==> src/sv/nds_pkg.sv <==
`timescale 1ns / 1ps
// shared types, constants and register codes for the luma thumbnail block
package nds_pkg;

  localparam int unsigned SIZE_W   = 13;  // size registers and source counters
  localparam int unsigned SUM_W    = 26;  // running products of two sizes
  localparam int unsigned COORD_W  = 12;  // thumbnail coordinates on the result
  localparam int unsigned COLOR_W  = 8;
  localparam int unsigned LUMA_W   = 8;
  localparam int unsigned CFG_IDX_W = 2;

  localparam int unsigned DEF_MAX_SIDE = 4096;

  localparam logic [SIZE_W-1:0] RST_SRC_W = 13'd1920;
  localparam logic [SIZE_W-1:0] RST_SRC_H = 13'd1080;
  localparam logic [SIZE_W-1:0] RST_TH_W  = 13'd64;
  localparam logic [SIZE_W-1:0] RST_TH_H  = 13'd36;

  // rec.709 integer luma weights
  localparam logic [7:0] COEF_R = 8'd54;
  localparam logic [7:0] COEF_G = 8'd183;
  localparam logic [7:0] COEF_B = 8'd19;
  localparam int unsigned LUMA_SHIFT = 8;

  typedef enum logic [CFG_IDX_W-1:0] {
    REG_SRC_W = 2'd0,
    REG_SRC_H = 2'd1,
    REG_TH_W  = 2'd2,
    REG_TH_H  = 2'd3
  } cfg_reg_t;

  typedef struct packed {
    logic [SIZE_W-1:0] src_w;
    logic [SIZE_W-1:0] src_h;
    logic [SIZE_W-1:0] th_w;
    logic [SIZE_W-1:0] th_h;
    logic              sizes_ok;
  } size_cfg_t;

  typedef struct packed {
    logic               hit;
    logic [COORD_W-1:0] thumb_x;
    logic [COORD_W-1:0] thumb_y;
    logic               last;
  } sample_t;

endpackage

==> src/sv/nds_if.sv <==
`timescale 1ns / 1ps
// handshake channel interfaces: source pixels, thumbnail results, register writes
interface nds_pix_if;
  logic                        valid;
  logic                        ready;
  logic [nds_pkg::COLOR_W-1:0] red;
  logic [nds_pkg::COLOR_W-1:0] green;
  logic [nds_pkg::COLOR_W-1:0] blue;
  logic                        frame_start;

  modport source (output valid, red, green, blue, frame_start, input ready);
  modport sink (input valid, red, green, blue, frame_start, output ready);
endinterface

interface nds_res_if;
  logic                        valid;
  logic                        ready;
  logic [nds_pkg::LUMA_W-1:0]  luma;
  logic [nds_pkg::COORD_W-1:0] thumb_x;
  logic [nds_pkg::COORD_W-1:0] thumb_y;
  logic                        last_in_frame;

  modport source (output valid, luma, thumb_x, thumb_y, last_in_frame, input ready);
  modport sink (input valid, luma, thumb_x, thumb_y, last_in_frame, output ready);
endinterface

interface nds_cfg_if;
  logic                          valid;
  logic                          ready;
  logic [nds_pkg::CFG_IDX_W-1:0] index;
  logic [nds_pkg::SIZE_W-1:0]    data;

  modport source (output valid, index, data, input ready);
  modport sink (input valid, index, data, output ready);
endinterface

==> src/sv/nearest_downscale_luma_thumbnail_unit.sv <==
`timescale 1ns / 1ps
// top level of the nearest-neighbour luma thumbnail block
// Source pixels come in raster order on in_pix, one word per pixel; the block
// keeps its own source column and row and, for each pixel that is the nearest
// sample of a thumbnail pixel (column floor(tx*W/TW), row floor(ty*H/TH)),
// sends one word on out_res with its luma (54R+183G+19B)>>8, the thumbnail
// coordinates and a flag on the last thumbnail pixel of the frame. Other
// pixels give no word. frame_start on a pixel restarts the counters. Sizes are
// written on cfg_wr (0 source width, 1 source height, 2 thumb width, 3 thumb
// height); the user must write them only while the block is idle, which the
// block does not enforce. A zero size, a source side above MAX_SIDE or a
// thumbnail larger than the source disables all output. One pixel is taken
// every clock while the input is ready, which it is while the output register
// is empty or being drained, and gets each result in the cycle after its pixel.
module nearest_downscale_luma_thumbnail_unit #(
  parameter int unsigned MAX_SIDE = nds_pkg::DEF_MAX_SIDE
) (
  input  logic      clk,
  input  logic      rst_n,
  nds_pix_if.sink   in_pix,
  nds_res_if.source out_res,
  nds_cfg_if.sink   cfg_wr
);

  nds_pkg::size_cfg_t cfg;
  nds_pkg::sample_t   smp;

  logic                        in_acc;
  logic [nds_pkg::LUMA_W-1:0]  luma;

  // output register
  logic                        out_valid_r, out_valid_nxt;
  logic [nds_pkg::LUMA_W-1:0]  luma_r;
  logic [nds_pkg::COORD_W-1:0] thumb_x_r, thumb_y_r;
  logic                        last_r;

  // register writes are always taken
  assign cfg_wr.ready = 1'b1;

  nds_cfg_regs #(
    .MAX_SIDE (MAX_SIDE)
  ) u_cfg (
    .clk      (clk),
    .rst_n    (rst_n),
    .wr_en    (cfg_wr.valid),
    .wr_index (cfg_wr.index),
    .wr_data  (cfg_wr.data),
    .cfg      (cfg)
  );

  // accept whenever the result register is free or drains this cycle
  assign in_pix.ready = !out_valid_r || out_res.ready;
  assign in_acc       = in_pix.valid && in_pix.ready;

  nds_track u_track (
    .clk         (clk),
    .rst_n       (rst_n),
    .step        (in_acc),
    .frame_start (in_pix.frame_start),
    .cfg         (cfg),
    .smp         (smp)
  );

  nds_luma u_luma (
    .red   (in_pix.red),
    .green (in_pix.green),
    .blue  (in_pix.blue),
    .luma  (luma)
  );

  always_comb begin
    out_valid_nxt = out_valid_r;
    if (in_acc) begin
      out_valid_nxt = smp.hit;
    end else if (out_res.ready) begin
      out_valid_nxt = 1'b0;
    end
  end

  always_ff @(posedge clk) begin
    if (!rst_n) begin
      out_valid_r <= 1'b0;
    end else begin
      out_valid_r <= out_valid_nxt;
    end
  end

  // payload only loads on a sampled pixel
  always_ff @(posedge clk) begin
    if (in_acc && smp.hit) begin
      luma_r    <= luma;
      thumb_x_r <= smp.thumb_x;
      thumb_y_r <= smp.thumb_y;
      last_r    <= smp.last;
    end
  end

  assign out_res.valid         = out_valid_r;
  assign out_res.luma          = luma_r;
  assign out_res.thumb_x       = thumb_x_r;
  assign out_res.thumb_y       = thumb_y_r;
  assign out_res.last_in_frame = last_r;

endmodule

==> src/sv/nds_cfg_regs.sv <==
`timescale 1ns / 1ps
// size registers and the size validity check
module nds_cfg_regs #(
  parameter int unsigned MAX_SIDE = nds_pkg::DEF_MAX_SIDE
) (
  input  logic                          clk,
  input  logic                          rst_n,
  input  logic                          wr_en,
  input  logic [nds_pkg::CFG_IDX_W-1:0] wr_index,
  input  logic [nds_pkg::SIZE_W-1:0]    wr_data,
  output nds_pkg::size_cfg_t            cfg
);

  logic [nds_pkg::SIZE_W-1:0] src_w_r, src_h_r, th_w_r, th_h_r;

  always_ff @(posedge clk) begin
    if (!rst_n) begin
      src_w_r <= nds_pkg::RST_SRC_W;
      src_h_r <= nds_pkg::RST_SRC_H;
      th_w_r  <= nds_pkg::RST_TH_W;
      th_h_r  <= nds_pkg::RST_TH_H;
    end else if (wr_en) begin
      unique case (nds_pkg::cfg_reg_t'(wr_index))
        nds_pkg::REG_SRC_W: src_w_r <= wr_data;
        nds_pkg::REG_SRC_H: src_h_r <= wr_data;
        nds_pkg::REG_TH_W:  th_w_r  <= wr_data;
        nds_pkg::REG_TH_H:  th_h_r  <= wr_data;
      endcase
    end
  end

  logic any_zero, too_big, upscale;

  assign any_zero = (src_w_r == '0) || (src_h_r == '0) || (th_w_r == '0) || (th_h_r == '0);
  assign too_big  = (32'(src_w_r) > MAX_SIDE) || (32'(src_h_r) > MAX_SIDE);
  assign upscale  = (th_w_r > src_w_r) || (th_h_r > src_h_r);

  assign cfg.src_w    = src_w_r;
  assign cfg.src_h    = src_h_r;
  assign cfg.th_w     = th_w_r;
  assign cfg.th_h     = th_h_r;
  assign cfg.sizes_ok = !(any_zero || too_big || upscale);

endmodule

==> src/sv/nds_track.sv <==
`timescale 1ns / 1ps
// source position counters and running sums that pick the sampled pixels
module nds_track (
  input  logic               clk,
  input  logic               rst_n,
  input  logic               step,
  input  logic               frame_start,
  input  nds_pkg::size_cfg_t cfg,
  output nds_pkg::sample_t   smp
);

  localparam int unsigned SW = nds_pkg::SIZE_W;
  localparam int unsigned MW = nds_pkg::SUM_W;

  logic [SW-1:0] src_col_r, src_row_r, nxt_tcol_r, nxt_trow_r;
  logic [MW-1:0] col_tgt_r, col_pos_r, row_tgt_r, row_pos_r;
  logic [SW-1:0] src_col_nxt, src_row_nxt, nxt_tcol_nxt, nxt_trow_nxt;
  logic [MW-1:0] col_tgt_nxt, col_pos_nxt, row_tgt_nxt, row_pos_nxt;

  // state as seen by this pixel, cleared on frame start
  logic [SW-1:0] sc, sr, tc, tr;
  logic [MW-1:0] ct, cp, rt, rp;
  logic          row_hit, col_hit, col_wrap, row_wrap;

  always_comb begin
    sc = frame_start ? '0 : src_col_r;
    sr = frame_start ? '0 : src_row_r;
    tc = frame_start ? '0 : nxt_tcol_r;
    tr = frame_start ? '0 : nxt_trow_r;
    ct = frame_start ? '0 : col_tgt_r;
    cp = frame_start ? '0 : col_pos_r;
    rt = frame_start ? '0 : row_tgt_r;
    rp = frame_start ? '0 : row_pos_r;

    row_hit = (tr < cfg.th_h) &&
              ({1'b0, rt} < ({1'b0, rp} + (MW+1)'(cfg.th_h)));
    col_hit = (tc < cfg.th_w) &&
              ({1'b0, ct} < ({1'b0, cp} + (MW+1)'(cfg.th_w)));
    col_wrap = sc >= (cfg.src_w - SW'(1));
    row_wrap = sr >= (cfg.src_h - SW'(1));

    src_col_nxt  = sc;
    src_row_nxt  = sr;
    nxt_tcol_nxt = tc;
    nxt_trow_nxt = tr;
    col_tgt_nxt  = ct;
    col_pos_nxt  = cp;
    row_tgt_nxt  = rt;
    row_pos_nxt  = rp;

    if (cfg.sizes_ok) begin
      if (col_wrap) begin
        src_col_nxt  = '0;
        nxt_tcol_nxt = '0;
        col_tgt_nxt  = '0;
        col_pos_nxt  = '0;
        if (row_wrap) begin
          src_row_nxt  = '0;
          nxt_trow_nxt = '0;
          row_tgt_nxt  = '0;
          row_pos_nxt  = '0;
        end else begin
          if (row_hit) begin
            nxt_trow_nxt = tr + SW'(1);
            row_tgt_nxt  = rt + MW'(cfg.src_h);
          end
          src_row_nxt = sr + SW'(1);
          row_pos_nxt = rp + MW'(cfg.th_h);
        end
      end else begin
        if (col_hit) begin
          nxt_tcol_nxt = tc + SW'(1);
          col_tgt_nxt  = ct + MW'(cfg.src_w);
        end
        src_col_nxt = sc + SW'(1);
        col_pos_nxt = cp + MW'(cfg.th_w);
      end
    end
  end

  always_ff @(posedge clk) begin
    if (!rst_n) begin
      src_col_r  <= '0;
      src_row_r  <= '0;
      nxt_tcol_r <= '0;
      nxt_trow_r <= '0;
      col_tgt_r  <= '0;
      col_pos_r  <= '0;
      row_tgt_r  <= '0;
      row_pos_r  <= '0;
    end else if (step) begin
      src_col_r  <= src_col_nxt;
      src_row_r  <= src_row_nxt;
      nxt_tcol_r <= nxt_tcol_nxt;
      nxt_trow_r <= nxt_trow_nxt;
      col_tgt_r  <= col_tgt_nxt;
      col_pos_r  <= col_pos_nxt;
      row_tgt_r  <= row_tgt_nxt;
      row_pos_r  <= row_pos_nxt;
    end
  end

  assign smp.hit     = cfg.sizes_ok && row_hit && col_hit;
  assign smp.thumb_x = tc[nds_pkg::COORD_W-1:0];
  assign smp.thumb_y = tr[nds_pkg::COORD_W-1:0];
  assign smp.last    = (tc == (cfg.th_w - SW'(1))) && (tr == (cfg.th_h - SW'(1)));

endmodule

==> src/sv/nds_luma.sv <==
`timescale 1ns / 1ps
// integer rec.709 luma from one rgb pixel
module nds_luma (
  input  logic [nds_pkg::COLOR_W-1:0] red,
  input  logic [nds_pkg::COLOR_W-1:0] green,
  input  logic [nds_pkg::COLOR_W-1:0] blue,
  output logic [nds_pkg::LUMA_W-1:0]  luma
);

  localparam int unsigned ACC_W = nds_pkg::COLOR_W + nds_pkg::LUMA_SHIFT;

  logic [ACC_W-1:0] acc;

  // weights sum to 256, so the top byte never exceeds 255
  assign acc = ACC_W'(red) * ACC_W'(nds_pkg::COEF_R)
             + ACC_W'(green) * ACC_W'(nds_pkg::COEF_G)
             + ACC_W'(blue) * ACC_W'(nds_pkg::COEF_B);

  assign luma = acc[ACC_W-1 -: nds_pkg::LUMA_W];

endmodule
==> src/flat_wrapper.sv <==
// flat-port wrapper written by rule: the top's interface ports become plain ports
module nearest_downscale_luma_thumbnail_unit_flat 
#(
  parameter int unsigned MAX_SIDE = nds_pkg::DEF_MAX_SIDE
)
  (clk, rst_n, in_pix_valid, in_pix_red, in_pix_green, in_pix_blue, in_pix_frame_start, in_pix_ready, out_res_valid, out_res_luma, out_res_thumb_x, out_res_thumb_y, out_res_last_in_frame, out_res_ready, cfg_wr_valid, cfg_wr_index, cfg_wr_data, cfg_wr_ready);
  nds_pix_if in_pix_i ();
  nds_res_if out_res_i ();
  nds_cfg_if cfg_wr_i ();
  input  logic clk;
  input  logic rst_n;
  input wire logic [$bits(in_pix_i.valid)-1:0] in_pix_valid;
  input wire logic [$bits(in_pix_i.red)-1:0] in_pix_red;
  input wire logic [$bits(in_pix_i.green)-1:0] in_pix_green;
  input wire logic [$bits(in_pix_i.blue)-1:0] in_pix_blue;
  input wire logic [$bits(in_pix_i.frame_start)-1:0] in_pix_frame_start;
  output wire logic [$bits(in_pix_i.ready)-1:0] in_pix_ready;
  output wire logic [$bits(out_res_i.valid)-1:0] out_res_valid;
  output wire logic [$bits(out_res_i.luma)-1:0] out_res_luma;
  output wire logic [$bits(out_res_i.thumb_x)-1:0] out_res_thumb_x;
  output wire logic [$bits(out_res_i.thumb_y)-1:0] out_res_thumb_y;
  output wire logic [$bits(out_res_i.last_in_frame)-1:0] out_res_last_in_frame;
  input wire logic [$bits(out_res_i.ready)-1:0] out_res_ready;
  input wire logic [$bits(cfg_wr_i.valid)-1:0] cfg_wr_valid;
  input wire logic [$bits(cfg_wr_i.index)-1:0] cfg_wr_index;
  input wire logic [$bits(cfg_wr_i.data)-1:0] cfg_wr_data;
  output wire logic [$bits(cfg_wr_i.ready)-1:0] cfg_wr_ready;
  assign in_pix_i.valid = in_pix_valid;
  assign in_pix_i.red = in_pix_red;
  assign in_pix_i.green = in_pix_green;
  assign in_pix_i.blue = in_pix_blue;
  assign in_pix_i.frame_start = in_pix_frame_start;
  assign in_pix_ready = in_pix_i.ready;
  assign out_res_valid = out_res_i.valid;
  assign out_res_luma = out_res_i.luma;
  assign out_res_thumb_x = out_res_i.thumb_x;
  assign out_res_thumb_y = out_res_i.thumb_y;
  assign out_res_last_in_frame = out_res_i.last_in_frame;
  assign out_res_i.ready = out_res_ready;
  assign cfg_wr_i.valid = cfg_wr_valid;
  assign cfg_wr_i.index = cfg_wr_index;
  assign cfg_wr_i.data = cfg_wr_data;
  assign cfg_wr_ready = cfg_wr_i.ready;
  nearest_downscale_luma_thumbnail_unit #(.MAX_SIDE(MAX_SIDE)) u_core (.clk(clk), .rst_n(rst_n), .in_pix(in_pix_i), .out_res(out_res_i), .cfg_wr(cfg_wr_i));
endmodule
==> config.mk <==
export PLATFORM = sky130hd
export DESIGN_NAME = nearest_downscale_luma_thumbnail_unit_flat
export DESIGN_NICKNAME = d
export VERILOG_FILES = /design/src/sv/nds_pkg.sv /design/src/sv/nds_if.sv /design/src/sv/nearest_downscale_luma_thumbnail_unit.sv /design/src/sv/nds_cfg_regs.sv /design/src/sv/nds_track.sv /design/src/sv/nds_luma.sv /design/src/flat_wrapper.sv
export SDC_FILE = /design/constraint.sdc
export NUM_CORES = 1
export LEC_CHECK = 0
export BUFFER_PORTS_ARGS = -buffer_cell sky130_fd_sc_hd__buf_4
export CORE_ASPECT_RATIO = 1.75
export CORE_MARGIN = 4
export CORE_UTILIZATION = 50
export DETAILED_ROUTE_END_ITERATION = 16
export GPL_ROUTABILITY_DRIVEN = 0
export HOLD_SLACK_MARGIN = 0.1
export MAX_ROUTING_LAYER = met4
export PLACE_DENSITY = 0.67
export SYNTH_ARGS = -nofsm -noshare
export SYNTH_HDL_FRONTEND = slang
export SYNTH_HIERARCHICAL = 1
export SYNTH_SLANG_ARGS = --single-unit
==> constraint.sdc <==
create_clock -name clk -period 23.7 [get_ports clk]
set_input_delay 3.555 -clock clk [delete_from_list [all_inputs] [get_ports clk]]
set_output_delay 3.555 -clock clk [all_outputs]
set_load 0.05 [all_outputs]
== Word level (Yosys, flattened, before mapping) ==
Cells that the tools add are included.
Word-level totals
  output and inout port bits: 36
  bits in registers: 242
  logic and storage cells: 112
Cells by class
  mux-type cells: 34
  equal/unequal tests: 5
  $lt $le $gt $ge: 10
  multiply operators: 3
  reduce and logical (&&, ||, !) cells: 27
  add/subtract/negate cells: 16
Operators by type and width (number)
  26-bit 2-to-1 mux: 16
  13-bit 2-to-1 mux: 16
  26-bit by 13-bit adder with 26-bit output: 4
  26-bit by 13-bit adder with 27-bit output: 2
  26-bit by 27-bit less-than comparator with 1-bit output: 2
  13-bit by 1-bit adder with 13-bit output (second input constant): 4
  13-bit logical NOT: 4
  13-bit by 1-bit subtractor with 13-bit output (second input constant): 4
  13-bit == test: 2
  13-bit greater-or-equal comparator: 2
  13-bit > comparator: 2
  13-bit > comparator (second input constant): 2
  13-bit less-than comparator: 2
  8-bit by 5-bit multiplier with 13-bit output (second input constant): 2
  14-bit by 16-bit adder with 16-bit output: 1
  16-bit by 13-bit adder with 16-bit output: 1
  8-bit by 8-bit multiplier with 16-bit output (second input constant): 1
  1-bit logical OR: 8
  2-bit AND reduction: 4
  1-bit logical AND: 7
  2-bit == test (second input constant): 2
  2-bit by 1-bit == test with 1-bit output (second input constant): 1
  1-bit logical NOT: 2
  2-bit logical NOT: 1
  other kinds (2): 3

== Logic depth before layout (Yosys ltp) ==
  depth in word-level cells: 10
  depth in mapped cells: 29
  mapped depth without buffers: 21

== Hierarchy ==
Netlist, hierarchy kept.
Modules (own cells, without submodules)
  nds_track: instances 1, area an instance 14879.3 µm², cells an instance 1915
  nds_luma: instances 1, area an instance 3424.5 µm², cells an instance 373
  nds_cfg_regs: instances 1, area an instance 2690.1 µm², cells an instance 336
  nearest_downscale_luma_thumbnail_unit: instances 1, area an instance 1073.5 µm², cells an instance 41

== Worst setup path after synthesis ==
Ideal clock, no wire load.
  path type: input -> register
  start: in in_pix_frame_start
  end: reg u_core.last_r, in the netlist u_core/out_res.last_in_frame (enable)
  data required time: 23.321 ns
  cell stages on the path: 29
  buffers on the path: 8
  setup slack: 13.725 ns
  library setup time: 0.379 ns
  data arrival time: 9.596 ns
  path through: buf_4 -> clkbuf_1 -> buf_2 -> clkbuf_1 -> clkbuf_1 -> clkbuf_1 -> clkbuf_1 -> nor2b_1 -> ha_1 -> fa_1 -> a211oi_1 -> nor2_1 -> a21oi_1 -> a21o_1 -> nand2_1 -> nand2_1 -> xnor2_1 -> nand2b_1 -> ha_1 -> and3_1 -> a22o_1 -> o21ai_0 -> nand4b_1 -> o21ba_2 -> a211oi_2 -> buf_2 -> and2_1 -> nand2_1 -> nor2b_4
RTL lines
  start: declaration: RTL line flat_wrapper.sv:16  | input wire logic [$bits(in_pix_i.frame_start)-1:0] in_pix_frame_start;
  end signal: assignment: RTL line nearest_downscale_luma_thumbnail_unit.sv:94  | last_r <= smp.last;
  end: declaration: RTL line nearest_downscale_luma_thumbnail_unit.sv:35  | logic last_r;

==> flow_summary.json <==
{
  "status": "finished, final reports clean",
  "netlist_area_um2": 22100,
  "dieArea_um2": 47700,
  "worst_path_dominant_cell_family": "compound AO/OA/AOI/OAI gates",
  "drtIter0Drc": 1478,
  "synth-edff-count": 33,
  "end_kind": "register",
  "rr_worst_depth": 18,
  "grt_start_max_net_pins": 101,
  "min_path_cells": 1,
  "wl_met3_um": 3390,
  "grt_usage_pct": 29.7,
  "synth_largest_area_cell": "dfxtp_1",
  "required_ns": 23.87,
  "final_max_slew_viol_count": 0,
  "drive_above_1_share_pct": 7.77,
  "hp-start": "u_core/u_track/col_tgt_r[13]",
  "synth.avg_cell_area_um2": 8.28,
  "dp_hpwl_um": 55100,
  "critPathKind": "input port to register",
  "cts_buffers": 25,
  "async_reset_ff_share_pct": 0,
  "dp_cells": 3247,
  "postLayoutCoreUtil_pct": 55.3,
  "ant_nets": 0,
  "htreeDepth": 1,
  "crit_top_cell": "nand2_1",
  "path_buf_inv": 2,
  "grt_pass1_wl_um": 111000,
  "syn_nets": 3047,
  "start_kind": "input port",
  "cpPeakStageDelay_ns": 0.89,
  "finalSetupViolCount": 0,
  "synthFlopType": "dfxtp_1",
  "finalClockSkew_ns": 0.0134,
  "rsz0062_at_grt": "no",
  "cap_violations": 0,
  "fmax_mhz": 95.4,
  "tns_ns": 0,
  "fp.coreArea_um2": 43500,
  "yosysWarnings": 6,
  "fin_hold_ws_ns": 0.446,
  "worst_slew_pin_slew_ns": 1.37,
  "die_w_um": 167,
  "r2r_start": "u_core/u_cfg/th_h_r[6]",
  "routed_via_density": 6.17,
  "ys_types": 102,
  "wl_um": 71200,
  "grt-ovfl-total": 0,
  "multiInputGateArea_um2": 15600,
  "hold_viol": 0,
  "num_vias": 20300,
  "io_buffers": 79,
  "pwr_density_cell_nw_per_um2": 73.5,
  "ctsResizeCount": 0,
  "top_layer": "met4",
  "ys_seq_elements": 242,
  "min_period_ns": 10.49,
  "cp_cell_sequence": "buf_6 > buf_4 > nor2b_1 > ha_1 > fa_1 > a211oi_1 > nor2_1 > a21oi_1 > a21o_1 > nand2_1 > nand2_1 > xnor2_1 > nand2b_1 > ha_1 > and3_1 > a22o_1 > o21ai_0 > nand4b_1 > o21ba_2 > a211oi_2 > and2_1 > nand2_1 > nor2b_4",
  "rrSetupSlack_ns": 17.03,
  "fill_cells": 4101,
  "crit_fanout": 100,
  "wl_met1_um": 23700,
  "clkTransAtPathRegs_ns": 0.07,
  "synthTopCellsByArea": "dfxtp_1, ha_1, fa_1",
  "fp-row-count": 101,
  "antenna_cells": 0,
  "initial_core_util_pct": 50.8,
  "fin_crit_sh_pct": 44.2,
  "reg2reg_to": "u_core/out_res.luma[7]",
  "syn_to_final_growth_pct": 9.03,
  "ir_worst_vdd_uv": 74.8,
  "wl_per_cell_um": 21.6,
  "die_h_um": 286,
  "synthCells": 2665,
  "layoutNonFillerInstCount": 3293,
  "cts_tree": "yes",
  "crit_slowest_cell": "nor2b_4",
  "first_pass_iters": 5,
  "layout.nets": 3090,
  "cts_root_buf": "clkbuf_16",
  "min_to": "u_core/u_track/col_tgt_r[13]",
  "post_cts_buffers": 0,
  "clock_latency_ns": 0.56,
  "mostFrequentLayoutCells": "ha_1, nand2_1, inv_1",
  "cts_sinks": 242,
  "yosysSeqAreaShare_pct": 23.5,
  "cts_hold_buf": 0,
  "register_area_um2": 5170,
  "max_slew_margin_pct": 7.56,
  "wl_met2_um": 36400,
  "final_common_cell": "ha_1",
  "synth_top_area_share_pct": 19.0,
  "antenna_found_initial": 0,
  "hp-class": "register to register",
  "crit_arrival_ns": 10.66,
  "drc_errors": 0,
  "ioPinCount": 81,
  "clk_path_buf_depth": 3,
  "p_leak_nw": 10.3,
  "grt_pass1_vias": 21000
}
==> final cells by class <==
cell class                 instances  share of cell area, %
sequential                       242                   21.5
inverter                         233                   3.63
timing repair buffer             110                   3.45
clock inverter                    17                  0.759
clock buffer                      29                   2.84
tap                              566                   2.94
multi-input combinational       2096                   64.9
==> through the flow <==
stage	setup slack [ns]	power (mW)	cell area, um2
2_1_floorplan	13.72	1.12	22100
3_3_place_gp	12.93	1.33	23200
3_5_place_dp	12.75	1.36	23200
4_1_cts	13.36	1.79	24100
5_1_grt	12.74	1.91	24100
6_report	13.21	1.77	24100
==> worst max-delay path by stage <==
stage	depth (start not counted)	startpoint	to
4_1_cts	23	in_pix_frame_start	u_core/out_res.last_in_frame
3_3_place_gp	23	in_pix_frame_start	u_core/out_res.thumb_y[8]
5_1_grt	22	in_pix_frame_start	u_core/out_res.thumb_x[5]
2_1_floorplan	29	in_pix_frame_start	u_core/out_res.last_in_frame
3_5_place_dp	23	in_pix_frame_start	u_core/out_res.luma[5]
6_report	23	in_pix_frame_start	u_core/out_res.luma[7]
==> power breakdown <==
| group | switching [mW] | internal [mW] |
|---|---|---|
| clock | 0.187 | 0.241 |
| combinational | 0.520 | 0.330 |
| sequential | 0.0200 | 0.471 |
| total | 0.727 | 1.04 |
==> sequential cells by signal, summed over array words and instances, names as in the netlist <==
name / cells
u_core/u_cfg/th_w_r: 13
u_core/u_track/nxt_trow_r: 13
u_core/u_track/row_pos_r: 26
u_core/u_track/row_tgt_r: 26
u_core/u_track/src_row_r: 13
u_core/u_cfg/th_h_r: 13
u_core/out_res.luma: 8
u_core/u_track/col_tgt_r: 26
u_core/out_res.valid: 1
u_core/out_res.last_in_frame: 1
u_core/u_cfg/src_w_r: 13
u_core/u_track/nxt_tcol_r: 13
u_core/u_track/src_col_r: 13
u_core/out_res.thumb_y: 12
u_core/u_track/col_pos_r: 26
u_core/out_res.thumb_x: 12
u_core/u_cfg/src_h_r: 13
==> cell families (layout without fill, tap and decap cells) <==
group / count (synthesis) / after routing / share of synthesized area, %
adder cells (fa/ha/maj): 337 / 337 / 21.3
buffers and inverters: 327 / 389 / 5.87
flip-flops: 242 / 242 / 23.5
XOR/XNOR: 145 / 145 / 5.75
AND/OR/NAND/NOR: 960 / 960 / 22.9
AO/OA/AOI/OAI: 630 / 630 / 19.6
other: 1 / 1 / 0.0170
multiplexers: 23 / 23 / 1.05
==> cell usage after synthesis, types with 19 or more instances <==
| cell type | instances |
|---|---|
| nor2_1 | 139 |
| and2_1 | 40 |
| nor3_1 | 51 |
| a21oi_1 | 131 |
| mux2i_1 | 21 |
| edfxtp_1 | 33 |
| o211ai_1 | 29 |
| a22o_1 | 24 |
| o21a_1 | 26 |
| a21o_1 | 30 |
| inv_1 | 232 |
| and3_1 | 41 |
| nor4_1 | 35 |
| nor2b_1 | 136 |
| xor2_1 | 43 |
| o21ai_0 | 127 |
| dfxtp_1 | 209 |
| nand4_1 | 39 |
| a21boi_1 | 35 |
| nand3_1 | 80 |
| fa_1 | 65 |
| a31oi_1 | 26 |
| nand2_1 | 257 |
| a211oi_1 | 28 |
| ha_1 | 272 |
| xnor2_1 | 102 |
| and4_1 | 19 |
| nand2b_1 | 41 |
| clkbuf_1 | 67 |
==> metal layers <==
layer	vias up	GRT usage, %
met3	351	3.79
met4	0	26.0
met1	9623	27.3
li1	9595	-
met2	745	53.6
met5	-	-
Power figures use the tool's default switching activity.
